<file path="src/design/sump_pump_fault_classifier_top_defines.svh">
// Assertion macros for the sump pump fault classifier.
`ifndef SUMP_PUMP_FAULT_CLASSIFIER_TOP_DEFINES_SVH
`define SUMP_PUMP_FAULT_CLASSIFIER_TOP_DEFINES_SVH

// Same-cycle implication, checked on the rising clock edge outside reset.
`define SPFC_ASSERT_NOW(label, clk, rst_n, ante, cons, msg) \
    label: assert property (@(posedge clk) disable iff (!rst_n) (ante) |-> (cons)) \
        else $error(msg);

// Next-cycle implication, checked on the rising clock edge outside reset.
`define SPFC_ASSERT_NEXT(label, clk, rst_n, ante, cons, msg) \
    label: assert property (@(posedge clk) disable iff (!rst_n) (ante) |=> (cons)) \
        else $error(msg);

`endif

</file>
<file path="src/design/spfc_pkg.sv">
// Types and constants shared by the sump pump fault classifier.
package spfc_pkg;

    typedef struct packed {
        logic [14:0]        pump_current_ma;
        logic [13:0]        vibration_mg;
        logic [11:0]        water_level_mm;
        logic [11:0]        rebound_mm;
        logic signed [15:0] drawdown_rate;
        logic signed [15:0] rise_rate;
        logic [9:0]         humidity_tenths;
        logic [12:0]        battery_mv;
        logic               leak_flag;
        logic               power_fail_flag;
        logic               float_flag;
    } frame_t;

    typedef struct packed {
        logic [2:0] condition;
        logic [9:0] flood_risk;
        logic [9:0] cycle_health;
        logic [9:0] severity;
    } result_t;

    localparam int CFG_DATA_W = 15;
    localparam int CFG_IDX_W  = 3;

    // Register indexes.
    localparam logic [CFG_IDX_W-1:0] REG_HIGH_WATER      = 3'd0;
    localparam logic [CFG_IDX_W-1:0] REG_DRY_PIT         = 3'd1;
    localparam logic [CFG_IDX_W-1:0] REG_STRONG_REBOUND  = 3'd2;
    localparam logic [CFG_IDX_W-1:0] REG_SHALLOW_REBOUND = 3'd3;
    localparam logic [CFG_IDX_W-1:0] REG_HUMIDITY_ALERT  = 3'd4;
    localparam logic [CFG_IDX_W-1:0] REG_RUN_CURRENT     = 3'd5;
    localparam logic [CFG_IDX_W-1:0] REG_RUN_VIBRATION   = 3'd6;
    localparam logic [CFG_IDX_W-1:0] REG_LOW_BATTERY     = 3'd7;

    // Condition codes.
    localparam logic [2:0] COND_HEALTHY       = 3'd0;
    localparam logic [2:0] COND_NO_START      = 3'd1;
    localparam logic [2:0] COND_BACKFLOW      = 3'd2;
    localparam logic [2:0] COND_SHORT_CYCLING = 3'd3;
    localparam logic [2:0] COND_DRY_RUN       = 3'd4;
    localparam logic [2:0] COND_SLOW_PUMP     = 3'd5;
    localparam logic [2:0] COND_LEAK          = 3'd6;
    localparam logic [2:0] COND_HUMIDITY      = 3'd7;

    // Scores in tenths of a point.
    localparam logic [9:0] SCORE_MAX            = 10'd1000;
    localparam logic [9:0] FAULT_NO_START       = 10'd960;
    localparam logic [9:0] FAULT_DRY_RUN        = 10'd820;
    localparam logic [9:0] FAULT_BACKFLOW       = 10'd780;
    localparam logic [9:0] FAULT_SHORT_CYCLING  = 10'd700;
    localparam logic [9:0] FAULT_SLOW_PUMP      = 10'd740;
    localparam logic [9:0] FAULT_HUMIDITY       = 10'd440;
    localparam logic [9:0] FAULT_HEALTHY_MAX    = 10'd400;
    localparam logic [9:0] POWER_FAIL_BONUS     = 10'd120;

    localparam logic [9:0] PEN_STOPPED_FLOAT    = 10'd750;
    localparam logic [9:0] PEN_SLOW_DRAW        = 10'd350;
    localparam logic [9:0] PEN_REBOUND          = 10'd250;
    localparam logic [9:0] PEN_DRY_RUNNING      = 10'd450;

    // Level terms of the flood risk and the slow pump test.
    localparam logic [11:0] FLOOD_BASE_MM       = 12'd280;
    localparam logic [11:0] FLOOD_SAT_SPAN_MM   = 12'd300;
    localparam logic [11:0] SLOW_PUMP_LEVEL_MM  = 12'd420;
    // x/3 == (x * 43691) >> 17 exactly for x below 2^16.
    localparam logic [15:0] RECIP_THREE         = 16'd43691;
    localparam int          RECIP_SHIFT         = 17;

    // Rate limits in tenths of mm per minute.
    localparam logic signed [15:0] SLOW_DRAW_LIMIT = -16'sd400;
    localparam logic signed [15:0] DRY_DRAW_LIMIT  = -16'sd120;
    localparam logic signed [15:0] RISE_LIMIT      = 16'sd20;

    // Register reset values.
    localparam logic [11:0] RST_HIGH_WATER      = 12'd500;
    localparam logic [11:0] RST_DRY_PIT         = 12'd140;
    localparam logic [11:0] RST_STRONG_REBOUND  = 12'd70;
    localparam logic [11:0] RST_SHALLOW_REBOUND = 12'd40;
    localparam logic [9:0]  RST_HUMIDITY_ALERT  = 10'd820;
    localparam logic [14:0] RST_RUN_CURRENT     = 15'd1000;
    localparam logic [13:0] RST_RUN_VIBRATION   = 14'd80;
    localparam logic [12:0] RST_LOW_BATTERY     = 13'd3850;

endpackage

</file>
<file path="src/design/sump_pump_fault_classifier_top.sv">
// Sump pump fault classifier: one sensor frame in, one classified result out.
// Each frame is captured in an input register, classified by comparators and
// one constant multiplication, and held in the result register, where done
// marks it for exactly one cycle. A new frame is taken in every cycle, so
// busy stays low; the receiver must take each result in the cycle that done
// is high.
`include "sump_pump_fault_classifier_top_defines.svh"

module sump_pump_fault_classifier_top (
    input  logic                                clk,
    input  logic                                rst_n,
    input  logic                                start,
    output logic                                busy,
    input  spfc_pkg::frame_t                    frame,
    output logic                                done,
    output spfc_pkg::result_t                   result,
    input  logic                                cfg_we,
    input  logic [spfc_pkg::CFG_IDX_W-1:0]      cfg_index,
    input  logic [spfc_pkg::CFG_DATA_W-1:0]     cfg_data
);

    // Configuration registers.
    logic [11:0] high_water_reg;
    logic [11:0] dry_pit_reg;
    logic [11:0] strong_rebound_reg;
    logic [11:0] shallow_rebound_reg;
    logic [9:0]  humidity_alert_reg;
    logic [14:0] run_current_reg;
    logic [13:0] run_vibration_reg;
    logic [12:0] low_battery_reg;

    logic              in_valid_reg;
    spfc_pkg::frame_t  in_frame_reg;
    logic              done_reg;
    spfc_pkg::result_t result_reg;
    spfc_pkg::result_t result_next;

    logic        running;
    logic        level_high;
    logic        rebound_big;
    logic        shallow;
    logic        slow_draw;
    logic        dry;
    logic        humid;
    logic [11:0] level_diff;
    logic [11:0] level_x10;
    logic [27:0] third_prod;
    logic [9:0]  flood_base;
    logic [9:0]  flood_leak;
    logic [10:0] flood_sum;
    logic [9:0]  flood;
    logic [11:0] penalty;
    logic [9:0]  health;
    logic [9:0]  health_loss;

    assign busy = 1'b0;

    always_ff @(posedge clk or negedge rst_n)
    begin
        if (!rst_n)
        begin
            high_water_reg      <= spfc_pkg::RST_HIGH_WATER;
            dry_pit_reg         <= spfc_pkg::RST_DRY_PIT;
            strong_rebound_reg  <= spfc_pkg::RST_STRONG_REBOUND;
            shallow_rebound_reg <= spfc_pkg::RST_SHALLOW_REBOUND;
            humidity_alert_reg  <= spfc_pkg::RST_HUMIDITY_ALERT;
            run_current_reg     <= spfc_pkg::RST_RUN_CURRENT;
            run_vibration_reg   <= spfc_pkg::RST_RUN_VIBRATION;
            low_battery_reg     <= spfc_pkg::RST_LOW_BATTERY;
        end
        else if (cfg_we)
        begin
            case (cfg_index)
                spfc_pkg::REG_HIGH_WATER:      high_water_reg      <= cfg_data[11:0];
                spfc_pkg::REG_DRY_PIT:         dry_pit_reg         <= cfg_data[11:0];
                spfc_pkg::REG_STRONG_REBOUND:  strong_rebound_reg  <= cfg_data[11:0];
                spfc_pkg::REG_SHALLOW_REBOUND: shallow_rebound_reg <= cfg_data[11:0];
                spfc_pkg::REG_HUMIDITY_ALERT:  humidity_alert_reg  <= cfg_data[9:0];
                spfc_pkg::REG_RUN_CURRENT:     run_current_reg     <= cfg_data[14:0];
                spfc_pkg::REG_RUN_VIBRATION:   run_vibration_reg   <= cfg_data[13:0];
                spfc_pkg::REG_LOW_BATTERY:     low_battery_reg     <= cfg_data[12:0];
                default: ;
            endcase
        end
    end

    // Input register: every start is a transfer since busy never rises.
    always_ff @(posedge clk or negedge rst_n)
    begin
        if (!rst_n)
        begin
            in_valid_reg <= 1'b0;
        end
        else
        begin
            in_valid_reg <= start && !busy;
        end
    end

    always_ff @(posedge clk)
    begin
        if (start && !busy)
        begin
            in_frame_reg <= frame;
        end
    end

    always_comb
    begin
        running     = (in_frame_reg.pump_current_ma > run_current_reg)
                   || (in_frame_reg.vibration_mg > run_vibration_reg);
        level_high  = in_frame_reg.water_level_mm > high_water_reg;
        rebound_big = in_frame_reg.rebound_mm > strong_rebound_reg;
        shallow     = in_frame_reg.rebound_mm > shallow_rebound_reg;
        slow_draw   = in_frame_reg.drawdown_rate > spfc_pkg::SLOW_DRAW_LIMIT;
        dry         = in_frame_reg.water_level_mm < dry_pit_reg;
        humid       = in_frame_reg.humidity_tenths > humidity_alert_reg;

        // Flood risk saturates once the level is 300 mm above its base, so
        // only a short span goes through the divide by three.
        level_diff = in_frame_reg.water_level_mm - spfc_pkg::FLOOD_BASE_MM;
        level_x10  = {level_diff[8:0], 3'b000} + {2'b00, level_diff[8:0], 1'b0};
        third_prod = 28'(level_x10) * 28'(spfc_pkg::RECIP_THREE);
        if (in_frame_reg.water_level_mm <= spfc_pkg::FLOOD_BASE_MM)
        begin
            flood_base = 10'd0;
        end
        else if (level_diff >= spfc_pkg::FLOOD_SAT_SPAN_MM)
        begin
            flood_base = spfc_pkg::SCORE_MAX;
        end
        else
        begin
            flood_base = third_prod[spfc_pkg::RECIP_SHIFT +: 10];
        end
        flood_leak = in_frame_reg.leak_flag ? spfc_pkg::SCORE_MAX : flood_base;
        flood_sum  = {1'b0, flood_leak} + {1'b0, spfc_pkg::POWER_FAIL_BONUS};
        if (in_frame_reg.power_fail_flag && (in_frame_reg.battery_mv < low_battery_reg))
        begin
            flood = (flood_sum > {1'b0, spfc_pkg::SCORE_MAX}) ? spfc_pkg::SCORE_MAX
                                                               : flood_sum[9:0];
        end
        else
        begin
            flood = flood_leak;
        end

        penalty = 12'd0;
        if (in_frame_reg.float_flag && !running)
        begin
            penalty = penalty + {2'b00, spfc_pkg::PEN_STOPPED_FLOAT};
        end
        if (slow_draw)
        begin
            penalty = penalty + {2'b00, spfc_pkg::PEN_SLOW_DRAW};
        end
        if (rebound_big || shallow)
        begin
            penalty = penalty + {2'b00, spfc_pkg::PEN_REBOUND};
        end
        if (dry && running)
        begin
            penalty = penalty + {2'b00, spfc_pkg::PEN_DRY_RUNNING};
        end
        health      = (penalty >= {2'b00, spfc_pkg::SCORE_MAX}) ? 10'd0
                    : (spfc_pkg::SCORE_MAX - penalty[9:0]);
        health_loss = spfc_pkg::SCORE_MAX - health;

        result_next.flood_risk   = flood;
        result_next.cycle_health = health;
        if (in_frame_reg.leak_flag)
        begin
            result_next.condition = spfc_pkg::COND_LEAK;
            result_next.severity  = spfc_pkg::SCORE_MAX;
        end
        else if (in_frame_reg.float_flag && !running && level_high)
        begin
            result_next.condition = spfc_pkg::COND_NO_START;
            result_next.severity  = spfc_pkg::FAULT_NO_START;
        end
        else if (dry && running && (in_frame_reg.drawdown_rate > spfc_pkg::DRY_DRAW_LIMIT))
        begin
            result_next.condition = spfc_pkg::COND_DRY_RUN;
            result_next.severity  = spfc_pkg::FAULT_DRY_RUN;
        end
        else if (rebound_big)
        begin
            result_next.condition = spfc_pkg::COND_BACKFLOW;
            result_next.severity  = spfc_pkg::FAULT_BACKFLOW;
        end
        else if (shallow && in_frame_reg.float_flag)
        begin
            result_next.condition = spfc_pkg::COND_SHORT_CYCLING;
            result_next.severity  = spfc_pkg::FAULT_SHORT_CYCLING;
        end
        else if (running && slow_draw
                 && (in_frame_reg.water_level_mm > spfc_pkg::SLOW_PUMP_LEVEL_MM))
        begin
            result_next.condition = spfc_pkg::COND_SLOW_PUMP;
            result_next.severity  = spfc_pkg::FAULT_SLOW_PUMP;
        end
        else if (humid && !running && (in_frame_reg.rise_rate < spfc_pkg::RISE_LIMIT))
        begin
            result_next.condition = spfc_pkg::COND_HUMIDITY;
            result_next.severity  = spfc_pkg::FAULT_HUMIDITY;
        end
        else
        begin
            result_next.condition = spfc_pkg::COND_HEALTHY;
            result_next.severity  = (health_loss > spfc_pkg::FAULT_HEALTHY_MAX)
                                  ? spfc_pkg::FAULT_HEALTHY_MAX : health_loss;
        end
    end

    always_ff @(posedge clk or negedge rst_n)
    begin
        if (!rst_n)
        begin
            done_reg <= 1'b0;
        end
        else
        begin
            done_reg <= in_valid_reg;
        end
    end

    always_ff @(posedge clk)
    begin
        if (in_valid_reg)
        begin
            result_reg <= result_next;
        end
    end

    assign done   = done_reg;
    assign result = result_reg;

    `SPFC_ASSERT_NEXT(a_start_to_done, clk, rst_n, start && !busy, ##1 done,
        "accepted frame gave no result two cycles later")
    `SPFC_ASSERT_NOW(a_leak_scores, clk, rst_n,
        done && (result.condition == spfc_pkg::COND_LEAK),
        (result.severity == spfc_pkg::SCORE_MAX) && (result.flood_risk == spfc_pkg::SCORE_MAX),
        "leak result without full scores")
    `SPFC_ASSERT_NOW(a_healthy_fault, clk, rst_n,
        done && (result.condition == spfc_pkg::COND_HEALTHY),
        result.severity <= spfc_pkg::FAULT_HEALTHY_MAX,
        "healthy fault score above its cap")
    `SPFC_ASSERT_NOW(a_score_range, clk, rst_n, done,
        (result.flood_risk <= spfc_pkg::SCORE_MAX) && (result.cycle_health <= spfc_pkg::SCORE_MAX),
        "score out of range")

endmodule

</file>
<file path="config.mk">
export PLATFORM = sky130hd
export DESIGN_NAME = sump_pump_fault_classifier_top
export DESIGN_NICKNAME = d
export VERILOG_FILES = /design/src/design/spfc_pkg.sv /design/src/design/sump_pump_fault_classifier_top.sv
export VERILOG_INCLUDE_DIRS = /design/src /design/src/design
export SDC_FILE = /design/constraint.sdc
export NUM_CORES = 1
export LEC_CHECK = 0
export BUFFER_PORTS_ARGS = -buffer_cell sky130_fd_sc_hd__clkbuf_2
export CAP_MARGIN = 20
export CORE_ASPECT_RATIO = 1.4
export CORE_MARGIN = 5
export CORE_UTILIZATION = 40
export CTS_CLUSTER_DIAMETER = 40
export DETAILED_ROUTE_END_ITERATION = 10
export GPL_TIMING_DRIVEN = 0
export SYNTH_ARGS = -nofsm -noshare
export SYNTH_HDL_FRONTEND = slang
export SYNTH_SLANG_ARGS = --single-unit
export TNS_END_PERCENT = 1
</file>
<file path="constraint.sdc">
create_clock -name clk -period 12.5 [get_ports clk]
set_clock_uncertainty 0.15 [all_clocks]
set_input_delay 2.5 -clock clk [delete_from_list [all_inputs] [get_ports clk]]
set_output_delay 2.5 -clock clk [all_outputs]
set_load 0.01 [all_outputs]
</file>
[Word level (Yosys, flattened, before mapping)]
Cells that the tools add are included.
Storage, ports and cells
  bits in registers: 246
  bits of input ports: 133
  output and inout port bits: 35
  logic and storage cells: 111
Operators by class
  add/sub/neg operators: 8
  multiply operators: 1
  $lt $le $gt $ge: 17
  equality and inequality tests: 7
  multiplexer cells: 23
  reduce and logical (&&, ||, !) cells: 26
Operator list (number)
  2-to-1 mux 10 bit: 9
  > comparator 12 bit: 3
  2-to-1 mux 12 bit: 3
  multiplier 12 x 16 -> 27 bit (second input constant): 1
  adder 12 x 9 -> 12 bit (second input constant): 2
  subtractor 10 bit (first input constant): 2
  2-to-1 mux 3 bit: 6
  2-to-1 mux 9 bit: 2
  > comparator 16 x 10 -> 1 bit (second input constant): 1
  > comparator 16 x 8 -> 1 bit (second input constant): 1
  less-than comparator 16 x 6 -> 1 bit (second input constant): 1
  2-to-1 mux 8 bit: 2
  AND reduction 2 bit: 8
  > comparator 15 bit: 1
  > comparator 14 bit: 1
  less-than comparator 13 bit: 1
  adder 12 x 10 -> 12 bit: 1
  adder 12 x 8 -> 12 bit (second input constant): 1
  equality test 3 bit (second input constant): 4
  greater-or-equal comparator 12 x 10 -> 1 bit (second input constant): 1
  greater-or-equal comparator 12 x 9 -> 1 bit (second input constant): 1
  > comparator 12 x 9 -> 1 bit (second input constant): 1
  <= comparator 12 x 9 -> 1 bit (second input constant): 1
  less-than comparator 12 bit: 1
  16 further kinds: 27

[Logic depth before layout (Yosys ltp)]
  word-level depth: 22
  gate-level depth with buffers: 38

[Worst setup path after synthesis]
OpenSTA, ideal clock, no wires.
  kind: register to register
  from: register in_frame_reg[73] (netlist name)
  to: register result_reg (netlist bit result[25]) (data pin)
  library setup time: 0.256 ns
  arrival time: 8.124 ns
  data required time: 12.094 ns
  path slack: 3.970 ns
  cell stages (with the launch flop): 35
  buffers on the path: 0
  clock period less this slack: 8.530 ns
  path through: edfxtp_1 -> ha_1 -> xor2_1 -> inv_1 -> ha_1 -> a21oi_1 -> o21bai_1 -> a21oi_1 -> mux2_2 -> o21bai_1 -> inv_1 -> ha_1 -> xor2_1 -> ha_1 -> a21o_1 -> fa_1 -> inv_1 -> fa_1 -> fa_1 -> inv_1 -> ha_1 -> a21oi_1 -> nor2_1 -> a2111oi_0 -> o21ai_0 -> a221oi_2 -> o21ai_1 -> a2111o_1 -> a41o_1 -> nand3b_1 -> o211a_1 -> a31o_2 -> nand2_1 -> a21boi_0 -> o22a_1
On the way
  cells in the longest elaborated chain, start to end: 10
  elaborated cells on any way between the ends: 12
  those cells by class: add/sub (3); mul (1); order compare (3); mux (5)
Ends and longest elaborated chain
  from (decl): RTL line sump_pump_fault_classifier_top.sv:33  | spfc_pkg::frame_t in_frame_reg;
  from (signal assigned): RTL line sump_pump_fault_classifier_top.sv:104  | in_frame_reg <= frame;
  subtractor 12 x 9 -> 12 bit: RTL line sump_pump_fault_classifier_top.sv:121  | level_diff = in_frame_reg.water_level_mm - spfc_pkg::FLOOD_BASE_MM;
  adder 12 x 10 -> 12 bit: RTL line sump_pump_fault_classifier_top.sv:122  | level_x10 = {level_diff[8:0], 3'b000} + {2'b00, level_diff[8:0], 1'b0};
  multiplier 12 x 16 -> 27 bit: RTL line sump_pump_fault_classifier_top.sv:123  | third_prod = 28'(level_x10) * 28'(spfc_pkg::RECIP_THREE);
  2-to-1 mux 10 bit: RTL line sump_pump_fault_classifier_top.sv:128  | else if (level_diff >= spfc_pkg::FLOOD_SAT_SPAN_MM)
  2-to-1 mux 10 bit (*): RTL line sump_pump_fault_classifier_top.sv:124  | if (in_frame_reg.water_level_mm <= spfc_pkg::FLOOD_BASE_MM)
  2-to-1 mux 10 bit (*): RTL line sump_pump_fault_classifier_top.sv:136  | flood_leak = in_frame_reg.leak_flag ? spfc_pkg::SCORE_MAX : flood_base;
  adder 10 x 7 -> 11 bit: RTL line sump_pump_fault_classifier_top.sv:137  | flood_sum = {1'b0, flood_leak} + {1'b0, spfc_pkg::POWER_FAIL_BONUS};
  > comparator 11 x 10 -> 1 bit: RTL line sump_pump_fault_classifier_top.sv:140  | flood = (flood_sum > {1'b0, spfc_pkg::SCORE_MAX}) ? spfc_pkg::SCORE_MAX
  2-to-1 mux 10 bit: RTL line sump_pump_fault_classifier_top.sv:140
  2-to-1 mux 10 bit (*): RTL line sump_pump_fault_classifier_top.sv:138  | if (in_frame_reg.power_fail_flag && (in_frame_reg.battery_mv < low_battery_reg))
  via flood[5]: RTL line sump_pump_fault_classifier_top.sv:51  | logic [9:0] flood;
  to (signal assigned): RTL line sump_pump_fault_classifier_top.sv:231  | result_reg <= result_next;
  to (decl): RTL line sump_pump_fault_classifier_top.sv:35  | spfc_pkg::result_t result_reg;
Mark *: on every way through the listed nets, which the timed path passes. The rest lies on a longest branch.
A chain may end at the register's enable or synchronous reset.

[Worst setup path in the final report]
Same ends and word-level chain as after synthesis.

==> results.sh <==
export IMPL_r2r_cells=32
export IMPL_core_um2=39200
export IMPL_status="finished clean"
export IMPL_tns_ps=0
export IMPL_hold_depth=1
export IMPL_cts_buffers=34
export IMPL_cp_top_family="compound AO/OA/AOI/OAI gates"
export IMPL_yosys_area_top_type="edfxtp_1"
export IMPL_yosys_area_share_xor_xnor=0.0344
export IMPL_slew_headroom=0.403
export IMPL_synthSimpleGateAreaFrac=0.0951
export IMPL_fmax_mhz=103
export IMPL_grt_usage=0.167
export IMPL_grt_overflow_total=0
export IMPL_multi_input_area_um2=8060
export IMPL_area_growth_pct=17.5
export IMPL_cts_root_buf="clkbuf_16"
export IMPL_ant_nets=0
export IMPL_cts_tree="done"
export IMPL_ys_seq_elements=242
export IMPL_seq_area_um2=6800
export IMPL_drcViolationCount=0
export IMPL_pre_cts_slack_ps=2720
export IMPL_synthFlopType="edfxtp_1"
export IMPL_critPathLaunchType="register"
export IMPL_async_flop_share=0.421
export IMPL_path_clk_slew_ps=50
export IMPL_via_count=11200
export IMPL_finalWirelength_mm=36.0
export IMPL_cts_sinks=242
export IMPL_place_area_um2=17300
export IMPL_portBuffers=160
export IMPL_crit_arrival_ps=9810
export IMPL_drtIter0Drc=475
export IMPL_synth_warnings=0
export IMPL_grt_pass1_wl_mm=58.7
export IMPL_htree_levels=2
export IMPL_synth_edff_count=140
export IMPL_synthDistinctLibCells=87
export IMPL_synthCells=1436
export IMPL_grt_max_degree=111
export IMPL_nets=1997
export IMPL_layout_drive_gt1_share=0.215
export IMPL_first_global_vias=11800
export IMPL_ios=168
export IMPL_rsz0062_at_grt="no"
export IMPL_setup_viol=0
export IMPL_die_h_um=245
export IMPL_stdcell_area_um2=18500
export IMPL_post_route_period_util=0.775
export IMPL_clockBufferDepth=3
export IMPL_synth_area_leaders="edfxtp_1 27%, ha_1 15%, dfrtp_1 11%"
export IMPL_dieArea_um2=43500
export IMPL_fin_ws_ps=2810
export IMPL_critPathBufInv=4
export IMPL_synth_area_um2=15700
export IMPL_worst_path_max_delay_cell="edfxtp_1"
export IMPL_cts_setup_buffers=0
export IMPL_dp_hpwl_mm=27.6
export IMPL_synth_most_common_cell="inv_1"
export IMPL_synth_top_family_by_area="adder cells"
export IMPL_hold_viol=0
export IMPL_clk_latency_ps=530
export IMPL_worstSetupPathType="register to register"
export IMPL_synth_compound_area_frac=0.138
export IMPL_netlist_area_leader_share=0.267
export IMPL_syn_avg_cell_area_um2=11.0
export IMPL_worstReg2RegStart="in_frame_reg[73]"
export IMPL_diodes=0
export IMPL_num_fill_cells=3669
export IMPL_drv_slew=0
export IMPL_ctsResizeCount=0
export IMPL_largest_reg_flops=109
export IMPL_min_from="run_vibration_reg[5]"
export IMPL_reg2reg_to="result[25]"
export IMPL_vias_per_cell=5.12
export IMPL_maxCapViolCount=0
export IMPL_fin_util=0.472
export IMPL_yosysSeqAreaShare=0.432
export IMPL_synthAdderAreaFrac=0.198
export IMPL_antenna_found_initial=0
export IMPL_yosys_top_cells_count="204 x inv_1, 190 x ha_1, 140 x edfxtp_1, 97 x nand2_1, 76 x o21ai_0"
export IMPL_firstDrtPassIters=5
export IMPL_initial_core_util=0.402
export IMPL_worst_pin_slew_ps=895
export IMPL_hold_path_class="register to register"
export IMPL_synthMuxAreaShare=0.0460
export IMPL_r2r_slack_ps=2810
export IMPL_die_w_um=178
export IMPL_max_stage_delay_ps=560
export IMPL_worstPathRequired_ps=12620
export IMPL_postCtsHoldBufs=0
export IMPL_wl_per_cell_um=16.4
export IMPL_rows=86
export IMPL_gp_congestion=0.875
export IMPL_cp_max_fo=8
export IMPL_end_kind="register"
export IMPL_period_minus_slack_ps=9690
export IMPL_hold_path_end="run_vibration_reg[5]"
[worst max-delay path by stage]
stage                           from          to  slack [ps]  depth (start not counted)
CTS                 in_frame_reg[73]  result[25]        2680                         32
finish              in_frame_reg[73]  result[25]        2810                         32
detailed placement  in_frame_reg[73]  result[25]        2720                         32
floorplan           in_frame_reg[73]  result[25]        3970                         34
global route        in_frame_reg[73]  result[25]        2110                         32
global placement    in_frame_reg[73]  result[25]        2740                         32
[metrics by stage]
stage	std cells	hold WS, ps
2_1_floorplan	1438	326
3_3_place_gp	2126	338
3_5_place_dp	2129	343
4_1_cts	2191	357
5_1_grt	2191	364
6_report	2191	355
[routing by layer]
metal	global-route usage	part of all wire
met1	0.196	0.41
met2	0.306	0.51
met3	0.0279	0.047
met4	0.0612	0.036
met5	0	0
[layout by cell type (no fill, tap or decap), types with 6 or more instances in the layout]
master,synthesis,layout
o211ai_1,8,8
clkbuf_1,24,28
a211oi_1,8,8
dfstp_2,33,33
nand2b_1,11,11
o31ai_1,8,8
a21o_1,33,33
edfxtp_1,140,140
inv_1,204,204
nand2_1,97,97
nor3_1,20,20
a211o_1,6,6
o21a_1,6,6
o21ai_0,76,76
a2111oi_0,7,7
xor2_1,19,19
xnor2_1,31,31
nand3b_1,6,6
o21ai_1,7,7
clkbuf_16,0,36
nor2b_1,15,15
o21bai_1,7,7
ha_1,190,190
mux2_2,59,59
a31oi_1,9,9
fa_1,37,37
nor2_1,60,60
dfrtp_1,69,69
nor4_1,10,10
a21oi_1,62,62
mux2i_1,6,6
nand3_1,23,23
nand4_1,23,23
clkbuf_2,0,158
[cell type report]
class                      count  area share
clock inverter                19      0.0145
sequential                   242       0.368
clock buffer                  43      0.0518
timing repair buffer         163      0.0463
buffer                        30     0.00683
multi-input combinational    962       0.436
inverter                     204      0.0414
tap                          528      0.0357
[logic make-up after synthesis]
family,after synthesis
compound gates,310
buf+inv,234
xor+xnor,56
other cells,1
fa+ha+maj,227
mux,65
simple gates,301
flops,242
Power is left out: the tool's default activity adds up to more than one toggle a clock period on the data nets, which glitch-free logic cannot reach.
